**config.mk**
```make
export PLATFORM = sky130hd
export DESIGN_NAME = ssa_first_slot
export DESIGN_NICKNAME = d
export VERILOG_FILES = /design/src/rtl/slab_slot_allocator_core_assert.svh /design/src/rtl/ssa_pkg.sv /design/src/rtl/ssa_first_slot.sv
export SDC_FILE = /design/constraint.sdc
export NUM_CORES = 1
export LEC_CHECK = 0
export ABC_AREA = 1
export BUFFER_PORTS_ARGS = -buffer_cell sky130_fd_sc_hd__clkbuf_2
export CORE_AREA = 2 2 111 113
export DETAILED_ROUTE_END_ITERATION = 10
export DIE_AREA = 0 0 113 115
export SLEW_MARGIN = 20
export SYNTH_ARGS = -nofsm -noshare
export SYNTH_HDL_FRONTEND = slang
export SYNTH_SLANG_ARGS = --single-unit
```
**constraint.sdc**
```tcl
create_clock -name clock -period 2.35 [get_ports clock]
set_input_delay 0 -clock clock [delete_from_list [all_inputs] [get_ports clock]]
set_output_delay 0 -clock clock [all_outputs]
set_load 0.01 [all_outputs]
```
**src/rtl/slab_slot_allocator_core_assert.svh**
```systemverilog
// assertion macros for the slab slot allocator
// used by slab_slot_allocator_core; expects signals named clock and reset in scope
`ifndef SLAB_SLOT_ALLOCATOR_CORE_ASSERT_SVH
`define SLAB_SLOT_ALLOCATOR_CORE_ASSERT_SVH

// consequence holds in the same cycle
`define SSA_ASSERT_SAME(label, ante, cons) \
   label: assert property (@(posedge clock) disable iff (reset) (ante) |-> (cons)) \
      else $error("slab slot allocator assertion failed");

// consequence holds in the next cycle
`define SSA_ASSERT_NEXT(label, ante, cons) \
   label: assert property (@(posedge clock) disable iff (reset) (ante) |=> (cons)) \
      else $error("slab slot allocator assertion failed");

`endif

```
**src/rtl/ssa_pkg.sv**
```systemverilog
// shared widths, codes and interface types of the slab slot allocator
// no dependencies; used by every module of the block
package ssa_pkg;

   localparam int ADDR_W     = 18;
   localparam int PTR_W      = 19;
   localparam int SLOT_W     = 12;
   localparam int STATUS_W   = 2;
   localparam int TDATA_W    = 24;
   localparam int LINK_DEPTH = 32768;
   localparam int LINK_AW    = 15;
   localparam int LINK_LSB   = 3;
   localparam int HDR_BYTES  = 8;
   localparam int ADDR_SPAN  = 262144;

   localparam int DEF_BLOCK_BYTES = 4096;
   localparam int DEF_NUM_BLOCKS  = 64;

   localparam logic [SLOT_W-1:0] SLOT_MIN   = 12'd8;
   localparam logic [SLOT_W-1:0] SLOT_MAX   = 12'd2048;
   localparam logic [SLOT_W-1:0] SLOT_RESET = 12'd8;

   localparam logic [STATUS_W-1:0] STATUS_DONE      = 2'd0;
   localparam logic [STATUS_W-1:0] STATUS_EXHAUSTED = 2'd1;
   localparam logic [STATUS_W-1:0] STATUS_NULL_FREE = 2'd2;

   localparam logic ACTION_ALLOC = 1'b0;
   localparam logic ACTION_FREE  = 1'b1;

   typedef struct packed {
      logic              start;
      logic [ADDR_W-1:0] body;
      logic [SLOT_W-1:0] size;
   } ssa_open_req_type;

   typedef struct packed {
      logic             done;
      logic [PTR_W-1:0] first;
   } ssa_open_rsp_type;

   function automatic logic [SLOT_W-1:0] eff_slot(input logic [SLOT_W-1:0] raw);
      logic [SLOT_W-1:0] sz;
      sz = raw;
      if (raw < SLOT_MIN) begin
         sz = SLOT_MIN;
      end else if (raw > SLOT_MAX) begin
         sz = SLOT_MAX;
      end
      return sz;
   endfunction

endpackage

```
**src/rtl/ssa_first_slot.sv**
```systemverilog
// first slot address of a newly opened block: body rounded up to a multiple of slot size
// bit-serial remainder, one address bit per cycle; depends on ssa_pkg
module ssa_first_slot (
   input  logic                      clock,
   input  logic                      reset,
   input  ssa_pkg::ssa_open_req_type open_req,
   output ssa_pkg::ssa_open_rsp_type open_rsp
);
   import ssa_pkg::*;

   localparam int CNT_W = $clog2(ADDR_W);
   localparam logic [CNT_W-1:0] LAST_STEP = CNT_W'(ADDR_W - 1);

   logic              busy_ff, busy_in;
   logic              done_ff, done_in;
   logic [CNT_W-1:0]  cnt_ff, cnt_in;
   logic [ADDR_W-1:0] quo_ff, quo_in;
   logic [ADDR_W-1:0] body_ff, body_in;
   logic [SLOT_W-1:0] size_ff, size_in;
   logic [SLOT_W-1:0] rem_ff, rem_in;
   logic [SLOT_W:0]   trial;
   logic [SLOT_W:0]   diff;
   logic [SLOT_W-1:0] pad;

   always_comb begin
      trial   = {rem_ff, quo_ff[ADDR_W-1]};
      diff    = trial - {1'b0, size_ff};
      busy_in = busy_ff;
      done_in = 1'b0;
      cnt_in  = cnt_ff;
      quo_in  = quo_ff;
      body_in = body_ff;
      size_in = size_ff;
      rem_in  = rem_ff;
      if (open_req.start) begin
         busy_in = 1'b1;
         cnt_in  = '0;
         quo_in  = open_req.body;
         body_in = open_req.body;
         size_in = open_req.size;
         rem_in  = '0;
      end else if (busy_ff) begin
         rem_in = (trial >= {1'b0, size_ff}) ? diff[SLOT_W-1:0] : trial[SLOT_W-1:0];
         quo_in = {quo_ff[ADDR_W-2:0], 1'b0};
         cnt_in = cnt_ff + 1'b1;
         if (cnt_ff == LAST_STEP) begin
            busy_in = 1'b0;
            done_in = 1'b1;
         end
      end
   end

   always_ff @(posedge clock) begin
      if (reset) begin
         busy_ff <= 1'b0;
         done_ff <= 1'b0;
      end else begin
         busy_ff <= busy_in;
         done_ff <= done_in;
      end
      cnt_ff  <= cnt_in;
      quo_ff  <= quo_in;
      body_ff <= body_in;
      size_ff <= size_in;
      rem_ff  <= rem_in;
   end

   assign pad            = (rem_ff == '0) ? '0 : (size_ff - rem_ff);
   assign open_rsp.done  = done_ff;
   assign open_rsp.first = {1'b0, body_ff} + PTR_W'(pad);

endmodule

```
==> flow_summary.toml, run 1 <==
[sta]
skew_ps = 6.02
setup_slack_ps = -803
slew_violations = 0
final_setup_viols = 17
min_period_over_period = 1.34
timing.final.hold_violations = 0
max_slew.worst_pin.slew_ps = 646
rsz0062_at_grt = "yes"
finalCriticalPeriod_ps = 3150
fmaxAchievable_mhz = 317
worst_hold_slack_ps = 346
worst_slew_margin_rel = 0.569

[power_and_ir_drop]
power_switching_share = 0.305
vdd_ir_drop_max_uv = 664
cellInternalPower_uw = 2760
power.sequential.fraction = 0.358
clockPowerShare = 0.336
cellLeakagePower_uw = 0.00333
power_density_nw_per_um2 = 551
comb_power_share = 0.306
p_sw_uw = 1210
p_total_uw = 3970

[finish]
postLayoutCoreUtil = 0.610
final_nets = 856
finalInstanceArea_um2 = 7200
layout-drive-gt1-share = 0.416
layout-area-overhead-vs-synth_pct = 54.5
number_of_antenna_diodes = 0
n_fill_cell = 972

[place]
finalWeightedCongestion = 0.897
hpwl_after_dpl_mm = 9.42
pre_cts_slack_ps = -601
portBuffers = 52
placed_area_um2 = 5680

[cts]
clock_insertion_delay_worst_skew_ps = 340
tritoncts.num_buffers = 9
clock-sinks = 67
ctsHtreeMaxLevel = 3
tritoncts_clock_tree = "yes"
clkSlewWorstSetupHoldPaths_ps = 60
cts_buffer_depth = 2
clock-root-buffer = "sky130_fd_sc_hd__clkbuf_16"

[synthesis]
syn_area_um2 = 4660
ys_top_cells_by_area = "sky130_fd_sc_hd__edfxtp_1 31%, sky130_fd_sc_hd__nand2_1 15%, sky130_fd_sc_hd__ha_1 9.9%"
syn-num-nets = 673
main_combinational_cell_family_by_area_after_synthesis = "simple AND/OR/NAND/NOR gates"
synth_commonest_cells = "185 x sky130_fd_sc_hd__nand2_1, 74 x sky130_fd_sc_hd__inv_1, 48 x sky130_fd_sc_hd__edfxtp_1, 48 x sky130_fd_sc_hd__nor2_1, 37 x sky130_fd_sc_hd__ha_1"
synth_most_common_cell = "sky130_fd_sc_hd__nand2_1"
synth_enable_flop_cells = 48
netlist.top_cell.by_area = "sky130_fd_sc_hd__edfxtp_1"
yosysUniqueCellTypes = 35
synth_flop_cell = "sky130_fd_sc_hd__edfxtp_1"
synthSimpleGateAreaFrac = 0.306
ys_seq_area_frac = 0.391
synth_xor_area_frac = 0.0413
yosys-mux-area-fraction = 0
synth_compound_area_frac = 0.0730
ffs_latches_synth = 67
fraction_of_post_synthesis_cell_area_in_the_top_cell_type_by_area = 0.309
synth-adder-area-share = 0.112
synthesis.instances = 600
postSynth.asyncResetShare = 0
synthesis.area_per_instance_um2 = 7.77
ys.warnings.count = 0

[floorplanning]
floorplan.die.height_um = 115
floorplan.io_pins = 53
floorplan.initialDensity = 0.395
core_region_area_um2 = 11800
row_count = 40
design.die.area_um2 = 13000
die_width_um = 113

[routing]
drt_wirelength_mm = 13.8
detail_route.vias_per_cell = 5.04
drtIter0Drc = 343
vias = 4703
detailedRoute.firstPassIterationCount = 8
ant_nets = 0
detail_route.drc_violations = 3
routed_wire_length_per_instance_um = 14.8

[worst_setup_path]
cp.required_ps = 2350
r2r_cells = 12
worst-endpoint-arrival_ps = 3150
timing.critical_path.fanout_max = 4
timing_worst_setup_path_type = "reg2out"
endpoint_kind = "output port"
setup_crit_start_kind = "flip-flop"

[status]
status = "finished with violations"
violations = "DRC, setup timing"

[grt]
gr-usage-all-layers = 0.203
grt_antenna_before_repair = 0
largest_net_degree_at_the_start_of_global_routing = 30
grt_first_pass_wirelength_mm = 21.0
grt_pass1_vias = 4556
grt_overflow_total = 0

[min_path]
hold-path-cell-count = 2
timing.hold.worst.class = "in2reg"

[run]
maxCapViolations = 0
## cells by family (layout without fill, tap and decap cells)
| family | Yosys count | after routing |
|---|---|---|
| fa+ha+maj | 40 | 40 |
| xor+xnor | 22 | 22 |
| simple gates | 319 | 319 |
| compound gates | 64 | 64 |
| flops | 67 | 67 |
| buf+inv | 88 | 275 |
## final cells by class
class,count,area (um2),area share
clock buffer,10,229,0.0318
multi-input combinational,445,3230,0.449
tap,147,184,0.0255
inverter,77,289,0.0401
sequential,67,1820,0.253
timing repair buffer,183,1380,0.192
clock inverter,5,63.8,0.00886
## worst paths after layout
path           startpoint      endpoint  slack, ps
max reg2reg    size_ff[1]     rem_ff[9]         80
min reg2reg     cnt_ff[4]     cnt_ff[4]        460
max            size_ff[0]  open_rsp[17]       -800
min          open_req[30]     cnt_ff[3]        350
## power by group through the flow
stage | Sequential (uW) | Combinational, uW | Clock, uW
global route | 1430 | 1320 | 1410
floorplan | 1420 | 479 | 0
finish | 1420 | 1210 | 1330
CTS | 1410 | 944 | 1360
detailed placement | 1430 | 822 | 0
global placement | 1430 | 816 | 0
## per-stage QoR
stage	std cells	setup TNS, ps
2_1_floorplan	600	-374
3_3_place_gp	862	-6700
3_5_place_dp	862	-6900
4_1_cts	918	-11610
5_1_grt	934	-13290
6_report	934	-11050
## state kept, by name, indices dropped and copies added (netlist names)
register / count
done_ff: 1
rem_ff: 12
body_ff: 18
busy_ff: 1
quo_ff: 18
cnt_ff: 5
size_ff: 12
## per-layer routing
metal  vias up  part of all wire  GRT usage  routed length, um
met5         -                 0          0                  0
met4         0             0.015     0.0602                210
met3        19             0.039     0.0474                538
met2       103              0.50      0.345               6900
met1      2248              0.45      0.260               6160
li1       2333                 -          -                  -
## critical path, stage by stage (launching register included)
cell	delay (ps)
sky130_fd_sc_hd__edfxtp_1	430
sky130_fd_sc_hd__inv_2	100
sky130_fd_sc_hd__ha_4	130
sky130_fd_sc_hd__inv_2	40
sky130_fd_sc_hd__fa_2	410
sky130_fd_sc_hd__a21oi_2	210
sky130_fd_sc_hd__xor2_2	210
sky130_fd_sc_hd__nor2_2	80
sky130_fd_sc_hd__ha_4	250
sky130_fd_sc_hd__a21o_4	250
sky130_fd_sc_hd__nand2_1	70
sky130_fd_sc_hd__nand2_1	80
sky130_fd_sc_hd__a21oi_2	190
sky130_fd_sc_hd__nand2_2	110
sky130_fd_sc_hd__nand2_1	70
sky130_fd_sc_hd__nand2_1	60
sky130_fd_sc_hd__nand2_2	70
sky130_fd_sc_hd__buf_6	90
## cells in the final DEF (no fill, tap or decap), types with 6 or more instances in the layout
cell type                       count
sky130_fd_sc_hd__buf_6             15
sky130_fd_sc_hd__clkbuf_2          36
sky130_fd_sc_hd__a21oi_2           19
sky130_fd_sc_hd__dfxtp_1           18
sky130_fd_sc_hd__a21oi_4            8
sky130_fd_sc_hd__nand4_1           18
sky130_fd_sc_hd__nand2_1          155
sky130_fd_sc_hd__xor2_2            10
sky130_fd_sc_hd__clkbuf_16          9
sky130_fd_sc_hd__nor2_1            30
sky130_fd_sc_hd__edfxtp_1          48
sky130_fd_sc_hd__ha_1              19
sky130_fd_sc_hd__dlygate4sd3_1     31
sky130_fd_sc_hd__inv_1             66
sky130_fd_sc_hd__nand3_1           25
sky130_fd_sc_hd__xor2_1             6
sky130_fd_sc_hd__buf_4             87
sky130_fd_sc_hd__nor2_2            11
sky130_fd_sc_hd__inv_2             11
sky130_fd_sc_hd__nor2_4            10
sky130_fd_sc_hd__buf_2             14
sky130_fd_sc_hd__ha_4              16
sky130_fd_sc_hd__nand2_2           32
sky130_fd_sc_hd__nand2_4            8
sky130_fd_sc_hd__o21ai_0            6
sky130_fd_sc_hd__a21oi_1           10
sky130_fd_sc_hd__o21ai_2            7
sky130_fd_sc_hd__nand3_2           15
## repair_timing
action                                 CTS  global route
hold buffers                            31             0
endpoints found under the hold margin   50             0
setup buffers                           10            17
gates resized for setup                 48           141
cloned                                   0             0
setup endpoints to repair               18            18
pin swaps                               31            60
Power figures use the tool's default switching activity.
==> run 2, diff against run 1 <==
--- a/config.mk
+++ b/config.mk
@@ -6,10 +6,10 @@
 export NUM_CORES = 1
 export LEC_CHECK = 0
 export ABC_AREA = 1
-export BUFFER_PORTS_ARGS = -buffer_cell sky130_fd_sc_hd__clkbuf_2
 export CORE_AREA = 2 2 111 113
 export DETAILED_ROUTE_END_ITERATION = 10
 export DIE_AREA = 0 0 113 115
+export DONT_BUFFER_PORTS = 1
 export SLEW_MARGIN = 20
 export SYNTH_ARGS = -nofsm -noshare
 export SYNTH_HDL_FRONTEND = slang
==> run 2 against run 1 <==
Compared with the run above: the flow still finishes with violations (DRC, setup timing); routed wire length fell by 4.1%; first-iteration DRC count shrank 9.9%; critical path type unchanged; highest routed layer unchanged; largest power group is now the clock network; sequential cell count is the same; clock-buffer cell count fell by 1; sequential share of layout area grew 0.90 points; die area did not move; critical path depth fell by 1; fmax increased by 3.3%.
==> flow_summary.toml, run 2 (synthesis results as in run 1) <==
[status]
status = "finished with violations"
violations = "DRC, setup timing"

[routing]
vias = 4477
detailedRoute.firstPassIterationCount = 11
drt_wirelength_mm = 13.2
routed_wire_length_per_instance_um = 15.1
detail_route.vias_per_cell = 5.09
ant_nets = 0
drtIter0Drc = 309
detail_route.drc_violations = 2

[worst_setup_path]
timing_worst_setup_path_type = "reg2out"
endpoint_kind = "output port"
timing.critical_path.fanout_max = 4
setup_crit_start_kind = "flip-flop"
worst-endpoint-arrival_ps = 3050
cp.required_ps = 2350

[sta]
worst_hold_slack_ps = 30.3
timing.setup.tns_ps = -9490
slew_violations = 0
final_setup_viols = 17
skew_ps = 7.25
max_slew.worst_pin.slew_ps = 727
finalCriticalPeriod_ps = 3050
min_period_over_period = 1.30
setup_slack_ps = -702
timing.final.hold_violations = 0
rsz0062_at_grt = "yes"
fmaxAchievable_mhz = 328
worst_slew_margin_rel = 0.515

[power_and_ir_drop]
power_density_nw_per_um2 = 580
vdd_ir_drop_max_uv = 659
cellLeakagePower_uw = 0.00316
p_total_uw = 4040

[finish]
stdcell_count = 880
biggestRegsByFlops = "body_ff (18), quo_ff (18)"
layout-drive-gt1-share = 0.365
layout-area-overhead-vs-synth_pct = 49.2
most_common_cell_after_layout_fill_and_taps_aside = "sky130_fd_sc_hd__nand2_1"
final_nets = 800
most_frequent_cells_in_the_layout = "156 x sky130_fd_sc_hd__nand2_1, 85 x sky130_fd_sc_hd__buf_4, 65 x sky130_fd_sc_hd__inv_1"

[grt]
grt_pass1_vias = 4431
gr-usage-all-layers = 0.204
grt_overflow_total = 0
largest_net_degree_at_the_start_of_global_routing = 52
grt_first_pass_wirelength_mm = 21.0
grt_antenna_before_repair = 1

[cts]
tritoncts.num_buffers = 9
clock_insertion_delay_worst_skew_ps = 340
clock-sinks = 67
clkSlewWorstSetupHoldPaths_ps = 60
ctsHtreeMaxLevel = 3
tritoncts_clock_tree = "yes"
cts_buffer_depth = 2
clock-root-buffer = "sky130_fd_sc_hd__clkbuf_16"

[place]
post-place-cells = 817
pre_cts_slack_ps = -453
hpwl_after_dpl_mm = 9.12
finalWeightedCongestion = 0.922
portBuffers = 0

[min_path]
timing.hold.worst.class = "in2reg"

[floorplanning]
core_region_area_um2 = 11800
die_width_um = 113
row_count = 40
floorplan.io_pins = 53
design.die.area_um2 = 13000
floorplan.die.height_um = 115
floorplan.initialDensity = 0.395

[run]
maxCapViolations = 0
==> run 2: what timing repair did <==
item | CTS | global route
pin swaps | 43 | 52
endpoints found under the setup margin | 18 | 18
hold buffers | 33 | 0
gates resized for setup | 73 | 95
hold endpoints to repair | 82 | 0
setup buffers | 4 | 12
==> run 2: where the power goes <==
group / switching (uW) / internal (uW) / leakage, uW
clock network: 549 / 948 / 0.000163
logic: 604 / 517 / 0.00237
registers: 59.3 / 1360 / 0.000634
total: 1210 / 2830 / 0.00316
==> run 2: path summary, 6_finish.rpt <==
path / startpoint / to / slack [ps] / cells after the start
max reg2reg: size_ff[6] / rem_ff[9] / 230 / 10
min reg2reg: cnt_ff[4] / cnt_ff[4] / 470 / 1
max: size_ff[0] / open_rsp[17] / -700 / 16
min: open_req[30] / rem_ff[0] / 30 / 4
==> run 2: final cells by class <==
| class | instances | area, um2 |
|---|---|---|
| multi-input cells | 445 | 3240 |
| fillers | 999 | 4850 |
| clock inverters | 7 | 106 |
| clock buffers | 9 | 225 |
| well taps | 147 | 184 |
| inverters | 77 | 292 |
| diodes | 1 | 2.50 |
| flip-flops and latches | 67 | 1820 |
| repair buffers | 127 | 1090 |
==> run 2: per-layer routing <==
metal | GRT usage | share of wire
met1 | 0.268 | 0.44
met4 | 0.0740 | 0.026
met3 | 0.0527 | 0.060
met5 | 0 | 0
met2 | 0.327 | 0.47
==> run 2: worst max-delay path, stage by stage, from the launching register on <==
cell and delay [ps]:
sky130_fd_sc_hd__edfxtp_1 400, sky130_fd_sc_hd__inv_2 100, sky130_fd_sc_hd__ha_4 150, sky130_fd_sc_hd__inv_4 40, sky130_fd_sc_hd__fa_2 410, sky130_fd_sc_hd__a21oi_2 160, sky130_fd_sc_hd__xor2_1 210, sky130_fd_sc_hd__nor2_1 100
sky130_fd_sc_hd__ha_4 250, sky130_fd_sc_hd__a21o_1 250, sky130_fd_sc_hd__nand2_1 90, sky130_fd_sc_hd__nand2_1 70, sky130_fd_sc_hd__a21oi_2 160, sky130_fd_sc_hd__nand2_2 100, sky130_fd_sc_hd__nand2_1 80, sky130_fd_sc_hd__nand2_1 60
sky130_fd_sc_hd__nand2_2 80
==> run 2: per-stage QoR <==
step | utilization | area, um2
3_5_place_dp | 0.463 | 5470
2_1_floorplan | - | 4740
3_3_place_gp | 0.463 | 5470
4_1_cts | 0.548 | 6480
6_report | 0.589 | 6960
5_1_grt | 0.589 | 6960
